<file path="src/design/htd_pkg.sv">
package htd_pkg;

    localparam int K_W      = 24;
    localparam int AVG_W    = 16;
    localparam int RPM_W    = 16;
    localparam int POLE_W   = 4;
    localparam int IDX_W    = 3;
    localparam int DIGITS   = 5;
    localparam int BCD_W    = 4 * DIGITS;
    localparam int CFG_A_W  = 2;

    localparam logic [1:0] CMD_TICK   = 2'd0;
    localparam logic [1:0] CMD_HALL   = 2'd1;
    localparam logic [1:0] CMD_REPORT = 2'd2;

    localparam logic [CFG_A_W-1:0] REG_INDEX_POS  = 2'd0;
    localparam logic [CFG_A_W-1:0] REG_POLE_PAIRS = 2'd1;
    localparam logic [CFG_A_W-1:0] REG_SPEED_K    = 2'd2;

    localparam logic [IDX_W-1:0]  RST_INDEX_POS  = 3'd1;
    localparam logic [POLE_W-1:0] RST_POLE_PAIRS = 4'd2;
    localparam logic [K_W-1:0]    RST_SPEED_K    = 24'd2343750;
    localparam logic [RPM_W-1:0]  RPM_MAX        = 16'hFFFF;

    typedef enum logic [2:0] {
        ST_IDLE,
        ST_DIV,
        ST_BCD_GO,
        ST_BCD,
        ST_LOAD
    } t_state;

    typedef struct packed {
        logic [1:0] cmd;
        logic [2:0] hall_code;
    } t_in;

    typedef struct packed {
        logic [15:0] rpm;
        logic [3:0]  digit_ten_thousands;
        logic [3:0]  digit_thousands;
        logic [3:0]  digit_hundreds;
        logic [3:0]  digit_tens;
        logic [3:0]  digit_ones;
        logic        no_measurement;
        logic        saturated;
    } t_out;

endpackage

</file>
<file path="src/design/hall_tachometer_decimal_unit.sv">
// Hall sensor tachometer with decimal readout. Tick and hall requests are taken
// in the idle state and leave the block ready for further requests. A report
// request runs a bit-serial 24/16 divider (skipped when no period has been
// measured yet) and then a shift-and-add-3 binary to decimal converter, and no
// request is accepted until the result is loaded into the result register. The
// result sits in an output register; if the previous result has not been taken
// when the next one is ready, the block waits.
module hall_tachometer_decimal_unit (
    input  logic                          i_clk,
    input  logic                          i_rst_n,
    input  logic                          i_in_valid,
    output logic                          o_in_ready,
    input  htd_pkg::t_in                  i_in_data,
    output logic                          o_out_valid,
    input  logic                          i_out_ready,
    output htd_pkg::t_out                 o_out_data,
    input  logic                          i_cfg_we,
    input  logic [htd_pkg::CFG_A_W-1:0]   i_cfg_idx,
    input  logic [htd_pkg::K_W-1:0]       i_cfg_data
);

    htd_pkg::t_state              r_state;
    htd_pkg::t_state              n_state;

    logic [htd_pkg::IDX_W-1:0]    r_idx;
    logic [htd_pkg::POLE_W-1:0]   r_pp;
    logic [htd_pkg::K_W-1:0]      r_k;
    logic [htd_pkg::AVG_W-1:0]    r_timer;
    logic [htd_pkg::POLE_W-1:0]   r_pole;
    logic [htd_pkg::AVG_W-1:0]    r_avg;
    logic [htd_pkg::RPM_W-1:0]    r_rpm;
    logic                         r_nm;
    logic                         r_sat;
    logic                         r_out_valid;
    htd_pkg::t_out                r_out;

    logic                         in_acc;
    logic                         out_free;
    logic                         div_start;
    logic                         bcd_start;
    logic                         load;
    logic                         div_done;
    logic                         bcd_done;
    logic [htd_pkg::K_W-1:0]      quotient;
    logic [htd_pkg::BCD_W-1:0]    bcd;
    logic [htd_pkg::AVG_W:0]      avg_sum;
    logic                         q_big;

    assign in_acc   = i_in_valid && o_in_ready;
    assign out_free = !r_out_valid || i_out_ready;
    assign avg_sum  = {1'b0, r_avg} + {1'b0, r_timer};
    assign q_big    = quotient[htd_pkg::K_W-1:htd_pkg::RPM_W] != '0;

    htd_divider u_div (
        .i_clk      (i_clk),
        .i_rst_n    (i_rst_n),
        .i_start    (div_start),
        .i_dividend (r_k),
        .i_divisor  (r_avg),
        .o_done     (div_done),
        .o_quotient (quotient)
    );

    htd_bcd u_bcd (
        .i_clk   (i_clk),
        .i_rst_n (i_rst_n),
        .i_start (bcd_start),
        .i_bin   (r_rpm),
        .o_done  (bcd_done),
        .o_bcd   (bcd)
    );

    always_comb begin
        n_state = r_state;
        case (r_state)
            htd_pkg::ST_IDLE: begin
                if (in_acc && i_in_data.cmd == htd_pkg::CMD_REPORT) begin
                    n_state = (r_avg == '0) ? htd_pkg::ST_BCD_GO : htd_pkg::ST_DIV;
                end
            end
            htd_pkg::ST_DIV: begin
                if (div_done) begin
                    n_state = htd_pkg::ST_BCD_GO;
                end
            end
            htd_pkg::ST_BCD_GO: n_state = htd_pkg::ST_BCD;
            htd_pkg::ST_BCD: begin
                if (bcd_done) begin
                    n_state = htd_pkg::ST_LOAD;
                end
            end
            htd_pkg::ST_LOAD: begin
                if (out_free) begin
                    n_state = htd_pkg::ST_IDLE;
                end
            end
            default: n_state = htd_pkg::ST_IDLE;
        endcase
    end

    always_comb begin
        o_in_ready = 1'b0;
        div_start  = 1'b0;
        bcd_start  = 1'b0;
        load       = 1'b0;
        case (r_state)
            htd_pkg::ST_IDLE: begin
                o_in_ready = 1'b1;
                div_start  = i_in_valid && i_in_data.cmd == htd_pkg::CMD_REPORT
                             && r_avg != '0;
            end
            htd_pkg::ST_BCD_GO: bcd_start = 1'b1;
            htd_pkg::ST_LOAD:   load      = out_free;
            default: ;
        endcase
    end

    always_ff @(posedge i_clk) begin
        if (!i_rst_n) begin
            r_state     <= htd_pkg::ST_IDLE;
            r_idx       <= htd_pkg::RST_INDEX_POS;
            r_pp        <= htd_pkg::RST_POLE_PAIRS;
            r_k         <= htd_pkg::RST_SPEED_K;
            r_timer     <= '0;
            r_pole      <= htd_pkg::POLE_W'(1);
            r_avg       <= '0;
            r_out_valid <= 1'b0;
        end else begin
            r_state <= n_state;
            if (i_cfg_we) begin
                case (i_cfg_idx)
                    htd_pkg::REG_INDEX_POS:  r_idx <= i_cfg_data[htd_pkg::IDX_W-1:0];
                    htd_pkg::REG_POLE_PAIRS: r_pp  <= i_cfg_data[htd_pkg::POLE_W-1:0];
                    htd_pkg::REG_SPEED_K:    r_k   <= i_cfg_data;
                    default: ;
                endcase
            end
            if (in_acc) begin
                case (i_in_data.cmd)
                    htd_pkg::CMD_TICK: r_timer <= r_timer + 1'b1;
                    htd_pkg::CMD_HALL: begin
                        if (i_in_data.hall_code == r_idx) begin
                            if (r_pole == r_pp) begin
                                r_avg   <= avg_sum[htd_pkg::AVG_W:1];
                                r_timer <= '0;
                                r_pole  <= htd_pkg::POLE_W'(1);
                            end else begin
                                r_pole  <= r_pole + 1'b1;
                            end
                        end
                    end
                    default: ;
                endcase
            end
            if (load) begin
                r_out_valid <= 1'b1;
            end else if (i_out_ready) begin
                r_out_valid <= 1'b0;
            end
        end
    end

    always_ff @(posedge i_clk) begin
        if (in_acc && i_in_data.cmd == htd_pkg::CMD_REPORT) begin
            r_rpm <= '0;
            r_nm  <= (r_avg == '0);
            r_sat <= 1'b0;
        end else if (r_state == htd_pkg::ST_DIV && div_done) begin
            r_rpm <= q_big ? htd_pkg::RPM_MAX : quotient[htd_pkg::RPM_W-1:0];
            r_sat <= q_big;
        end
        if (load) begin
            r_out.rpm                 <= r_rpm;
            r_out.digit_ten_thousands <= bcd[19:16];
            r_out.digit_thousands     <= bcd[15:12];
            r_out.digit_hundreds      <= bcd[11:8];
            r_out.digit_tens          <= bcd[7:4];
            r_out.digit_ones          <= bcd[3:0];
            r_out.no_measurement      <= r_nm;
            r_out.saturated           <= r_sat;
        end
    end

    assign o_out_valid = r_out_valid;
    assign o_out_data  = r_out;

`ifndef SYNTHESIS
    a_div_done_in_div: assert property (@(posedge i_clk) disable iff (!i_rst_n)
        div_done |-> r_state == htd_pkg::ST_DIV)
        else $error("divider finished outside the divide phase");

    a_flags_exclusive: assert property (@(posedge i_clk) disable iff (!i_rst_n)
        o_out_valid |-> !(o_out_data.no_measurement && o_out_data.saturated))
        else $error("no-measurement and saturated both set");

    a_nm_zero_rpm: assert property (@(posedge i_clk) disable iff (!i_rst_n)
        (o_out_valid && o_out_data.no_measurement) |-> o_out_data.rpm == '0)
        else $error("rpm nonzero without a measurement");

    a_sat_max_rpm: assert property (@(posedge i_clk) disable iff (!i_rst_n)
        (o_out_valid && o_out_data.saturated) |-> o_out_data.rpm == htd_pkg::RPM_MAX)
        else $error("saturated result not clamped");

    a_load_when_free: assert property (@(posedge i_clk) disable iff (!i_rst_n)
        load |-> (!r_out_valid || i_out_ready))
        else $error("result register overwritten before it was taken");
`endif

endmodule

</file>
<file path="src/design/htd_divider.sv">
module htd_divider (
    input  logic                       i_clk,
    input  logic                       i_rst_n,
    input  logic                       i_start,
    input  logic [htd_pkg::K_W-1:0]    i_dividend,
    input  logic [htd_pkg::AVG_W-1:0]  i_divisor,
    output logic                       o_done,
    output logic [htd_pkg::K_W-1:0]    o_quotient
);

    localparam int CNT_W = $clog2(htd_pkg::K_W);

    logic                       r_busy;
    logic                       r_done;
    logic [CNT_W-1:0]           r_cnt;
    logic [htd_pkg::K_W-1:0]    r_quo;
    logic [htd_pkg::AVG_W-1:0]  r_rem;
    logic [htd_pkg::AVG_W-1:0]  r_div;

    logic [htd_pkg::AVG_W:0]    rem_sh;
    logic [htd_pkg::AVG_W:0]    rem_sub;
    logic                       ge;

    // one quotient bit per cycle, dividend shifts out of the quotient register
    always_comb begin
        rem_sh  = {r_rem, r_quo[htd_pkg::K_W-1]};
        ge      = rem_sh >= {1'b0, r_div};
        rem_sub = rem_sh - {1'b0, r_div};
    end

    always_ff @(posedge i_clk) begin
        if (!i_rst_n) begin
            r_busy <= 1'b0;
            r_done <= 1'b0;
            r_cnt  <= '0;
        end else begin
            r_done <= r_busy && (r_cnt == '0);
            if (i_start) begin
                r_busy <= 1'b1;
                r_cnt  <= CNT_W'(htd_pkg::K_W - 1);
            end else if (r_busy) begin
                if (r_cnt == '0) begin
                    r_busy <= 1'b0;
                end
                r_cnt <= r_cnt - 1'b1;
            end
        end
    end

    always_ff @(posedge i_clk) begin
        if (i_start) begin
            r_quo <= i_dividend;
            r_rem <= '0;
            r_div <= i_divisor;
        end else if (r_busy) begin
            r_quo <= {r_quo[htd_pkg::K_W-2:0], ge};
            r_rem <= ge ? rem_sub[htd_pkg::AVG_W-1:0] : rem_sh[htd_pkg::AVG_W-1:0];
        end
    end

    assign o_done     = r_done;
    assign o_quotient = r_quo;

endmodule

</file>
<file path="src/design/htd_bcd.sv">
module htd_bcd (
    input  logic                       i_clk,
    input  logic                       i_rst_n,
    input  logic                       i_start,
    input  logic [htd_pkg::RPM_W-1:0]  i_bin,
    output logic                       o_done,
    output logic [htd_pkg::BCD_W-1:0]  o_bcd
);

    localparam int CNT_W = $clog2(htd_pkg::RPM_W);

    logic                       r_busy;
    logic                       r_done;
    logic [CNT_W-1:0]           r_cnt;
    logic [htd_pkg::RPM_W-1:0]  r_bin;
    logic [htd_pkg::BCD_W-1:0]  r_bcd;
    logic [htd_pkg::BCD_W-1:0]  adj;

    // add-3 correction on each digit before the shift
    always_comb begin
        for (int d = 0; d < htd_pkg::DIGITS; d++) begin
            adj[4*d +: 4] = (r_bcd[4*d +: 4] >= 4'd5) ? r_bcd[4*d +: 4] + 4'd3
                                                      : r_bcd[4*d +: 4];
        end
    end

    always_ff @(posedge i_clk) begin
        if (!i_rst_n) begin
            r_busy <= 1'b0;
            r_done <= 1'b0;
            r_cnt  <= '0;
        end else begin
            r_done <= r_busy && (r_cnt == '0);
            if (i_start) begin
                r_busy <= 1'b1;
                r_cnt  <= CNT_W'(htd_pkg::RPM_W - 1);
            end else if (r_busy) begin
                if (r_cnt == '0) begin
                    r_busy <= 1'b0;
                end
                r_cnt <= r_cnt - 1'b1;
            end
        end
    end

    always_ff @(posedge i_clk) begin
        if (i_start) begin
            r_bin <= i_bin;
            r_bcd <= '0;
        end else if (r_busy) begin
            r_bcd <= {adj[htd_pkg::BCD_W-2:0], r_bin[htd_pkg::RPM_W-1]};
            r_bin <= {r_bin[htd_pkg::RPM_W-2:0], 1'b0};
        end
    end

    assign o_done = r_done;
    assign o_bcd  = r_bcd;

endmodule
</file>
<file path="config.mk">
export PLATFORM = sky130hd
export DESIGN_NAME = hall_tachometer_decimal_unit
export DESIGN_NICKNAME = d
export VERILOG_FILES = /design/src/design/htd_pkg.sv /design/src/design/hall_tachometer_decimal_unit.sv /design/src/design/htd_divider.sv /design/src/design/htd_bcd.sv
export SDC_FILE = /design/constraint.sdc
export NUM_CORES = 1
export LEC_CHECK = 0
export ABC_CLOCK_PERIOD_IN_PS = 2800
export BUFFER_PORTS_ARGS = -buffer_cell sky130_fd_sc_hd__buf_2
export CORE_MARGIN = 2
export CORE_UTILIZATION = 25
export DETAILED_ROUTE_END_ITERATION = 8
export PLACE_DENSITY = 0.51
export SYNTH_ARGS = -nofsm -noshare
export SYNTH_HDL_FRONTEND = slang
export SYNTH_SLANG_ARGS = --single-unit
</file>
<file path="constraint.sdc">
create_clock -name i_clk -period 2.8 [get_ports i_clk]
set_input_delay 0.28 -clock i_clk [delete_from_list [all_inputs] [get_ports i_clk]]
set_output_delay 0.28 -clock i_clk [all_outputs]
set_load 0.02 [all_outputs]
</file>
==> metrics.txt <==
status completed; Port-buffer cells between 70 and 80; PwrDens 567 nW/µm²; hold_sp i_cfg_data[10]; switching part of the total power 21.2%; Slew HR around 40%; Core ar. approximately 43000 µm²; Die ar. approximately 45000 µm²; hold slack 0.0211 ns; worst setup margin between 0.2 and 0.25 ns; Crit Reg-Reg Startpoint u_div.o_quotient[23]; FF/Latch Area about 5600 µm²; CTS H-Tree Depth 1; clock latency on the worst-skew pair approximately 0.54 ns; FF-to-FF path depth 11; Hold Path End r_k[10]; CTS buffer count 27; postcts setup bufs 0; Inserted Diodes 0; Final Critical Period 2.58 ns; Int Pwr slightly below 6 mW; Std-Cell Rows 76; Reg2Reg Setup Slack between 0.2 and 0.25 ns; Critical-path top delay cell edfxtp_1; Setup TNS 0 ns; total track usage ~11%; initial antenna violation count 0; number of global-route vias before repair approximately 8000; worst endpoint required time around 3.3 ns; crit share post-route a little over 90%; max-capacitance violation count 0; largest cells by area after synthesis edfxtp_1, dfxtp_1, nand2_1, ha_1, a21oi_1; sequential area share after synthesis between 50% and 60%; CP endpoint kind flip-flop; post-DP HPWL ~17000 µm; Mapped Cells around 1100; number of remaining DRC errors 0; Post-Syn Area about 11000 µm²; clk_skew ~0.012 ns; Starting Density approximately a quarter; placed inst area between 10000 and 15000 µm²; syn_area_per_cell 9.81 µm²; RePlAce Congestion between 0.8 and 0.9; global-route wire length before repair 40400 µm; leak pwr between 5 and 6 nW; DRT Pass-1 Iters 4; Post-Syn Nets approximately 1200; Worst Setup Path Type flip-flop to flip-flop; maximum operating frequency 387 MHz; area leader, netlist edfxtp_1; Reg power frac about half; I/O pins 76; Crit Reg-Reg Endpoint u_div.r_rem[14]; Synth top cells by count nand2_1, dfxtp_1, edfxtp_1; Worst path max stage delay slightly below 0.4 ns; final setup fails 0; Comb power frac 4.0%; post-synth top area share 26.1%; VDD IR max 0.353 mV; CP Buf/Inv Count 2; drt total wl between 20000 and 25000 µm; Critical Path AT 3.05 ns; Most used DFF post-synth dfxtp_1; Design Power ~7.5 mW; unrepaired setup endpoints after global routing false; pin count of the biggest net entering global routing 39; Hold Path Class input pin to flip-flop; CTS tree done; Util after Layout approximately 30%; placed insts approximately 1700; nets 1297; worst slack, placed 0.0216 ns; CP most frequent cell inv_1; total grt overflow 0; clock sink total about 230; flops & latches, synth 232; share of layout cells above drive strength 1 between 10 and 15%; total net switching power between 1.5 and 2 mW; count of different cell masters after synthesis 67; clock-pin slew on the worst setup and hold paths around 0.06 ns; worst-margin pin slew a little under 0.9 ns; clock network fraction of total power between 40% and 50%; ys async rst share 0%; CP Cell Sequence inv_1, ha_1, inv_1, fa_2, a211oi_2, o21a_1, o221ai_2, o31ai_1, o21ai_1, mux2_2, a22oi_1; CP startpoint kind flip-flop; area of the multi-input gates 4960 µm²; hold depth 3; die height roughly 210 µm; clk root buf clkbuf_16; DRT antenna net count 0; Slew Limit Fails 0; final hold vios 0; via count approximately 8000; worst-path fanout max 3; Area Overhead vs Synth 20.5%; Vias/cell between 4 and 5; Fillers between 4000 and 5000; buffer levels on the longest clock path 3; number of enable flip-flop cells after synthesis 95; WL/cell 13.4 µm; post-route cell area between 10000 and 15000 µm²; 1st-iter DRT viols about 350; Final Non-Filler Cells roughly 1800; Die W roughly 210 µm; Ys Warns 0; Worst path top cell family by delay compound AO/OA/AOI/OAI gates; most common cell in the netlist nand2_1
## registers in the layout, indices dropped and copies added, names as in the netlist
signal and cells:
o_out_data 38, u_bcd.r_cnt 4, u_div.r_cnt 5, r_avg 16
r_sat 1, r_pole 4, r_state 3, u_div.o_done 1
r_pp 4, u_bcd.r_busy 1, r_nm 1, r_k 24
r_rpm 16, r_idx 3, r_timer 16, u_div.r_div 16
u_bcd.r_bin 16, u_div.r_rem 16, u_bcd.o_done 1, u_div.o_quotient 24
u_div.r_busy 1, u_bcd.o_bcd 20, o_out_valid 1
## worst max-delay path by stage
stage	startpoint	end	slack [ns]	cells past startpoint
floorplan	r_state[0]	u_div.o_quotient[0]	0.23	7
global placement	u_div.o_quotient[23]	u_div.r_rem[12]	0.04	11
detailed placement	u_div.o_quotient[23]	u_div.r_rem[12]	0.02	11
CTS	u_div.o_quotient[23]	u_div.r_rem[12]	0.02	11
global route	u_div.o_quotient[23]	u_div.r_rem[14]	0.02	11
finish	u_div.o_quotient[23]	u_div.r_rem[14]	0.22	11
## worst min-delay path, cell delays in order
cell,delay (ns)
buf_2,0.09
nand2_1,0.05
a21boi_0,0.08
## layout by cell type, fill, tap and decap left out, types with 21 or more instances in the layout
master / netlist / final
nor2_1: 56 / 55
buf_4: 2 / 24
nand3_1: 37 / 37
clkbuf_16: 0 / 28
dlygate4sd3_1: 0 / 21
buf_2: 6 / 75
ha_1: 46 / 46
a21boi_0: 23 / 23
xor2_1: 25 / 25
a21oi_1: 59 / 59
dfxtp_1: 137 / 137
o21ai_0: 49 / 48
edfxtp_1: 95 / 95
inv_1: 44 / 44
mux2i_1: 29 / 29
xnor2_1: 31 / 31
nand2_1: 207 / 207
## routing by layer
layer	track usage [%]	vias up	part of all wire [%]
met5	0	-	0
li1	-	4110	-
met2	16.6	130	42
met1	15.6	3703	52
met4	3.64	0	2.5
met3	1.74	36	3.4
## cells by family (layout without fill, tap and decap cells)
| logic type | Yosys count | count (layout) | synth area share [%] |
|---|---|---|---|
| AND/OR/NAND/NOR | 421 | 421 | 18.3 |
| flip-flops | 232 | 232 | 51.2 |
| AO/OA/AOI/OAI | 212 | 212 | 12.2 |
| buffers and inverters | 97 | 217 | 3.57 |
| XOR/XNOR | 56 | 56 | 4.49 |
| adder cells (fa/ha/maj) | 48 | 48 | 5.64 |
| multiplexers | 47 | 47 | 4.51 |
## power by group through the flow
stage,clock (mW),combinational [mW],sequential [mW]
final,3.54,0.296,3.62
after CTS,3.66,0.300,3.62
after detailed placement,0,0.276,3.69
after floorplan,0,0.204,3.67
after global placement,0,0.268,3.69
after global routing,3.78,0.343,3.63
## what timing repair did
item                       4_1_cts  5_1_grt
setup endpoints to repair        0        2
hold endpoints to repair        22        0
resized for setup                0        6
hold buffers                    21        0
## cell type report
type                       instances  share of cell area (%)
clock inverter                     7                   0.856
tap                              585                    5.56
inverter                          46                    1.31
multi-input combinational        784                    37.7
clock buffer                      42                    5.88
sequential                       232                    42.5
timing repair buffer             122                    6.13
(Power assumes the default switching activity.)
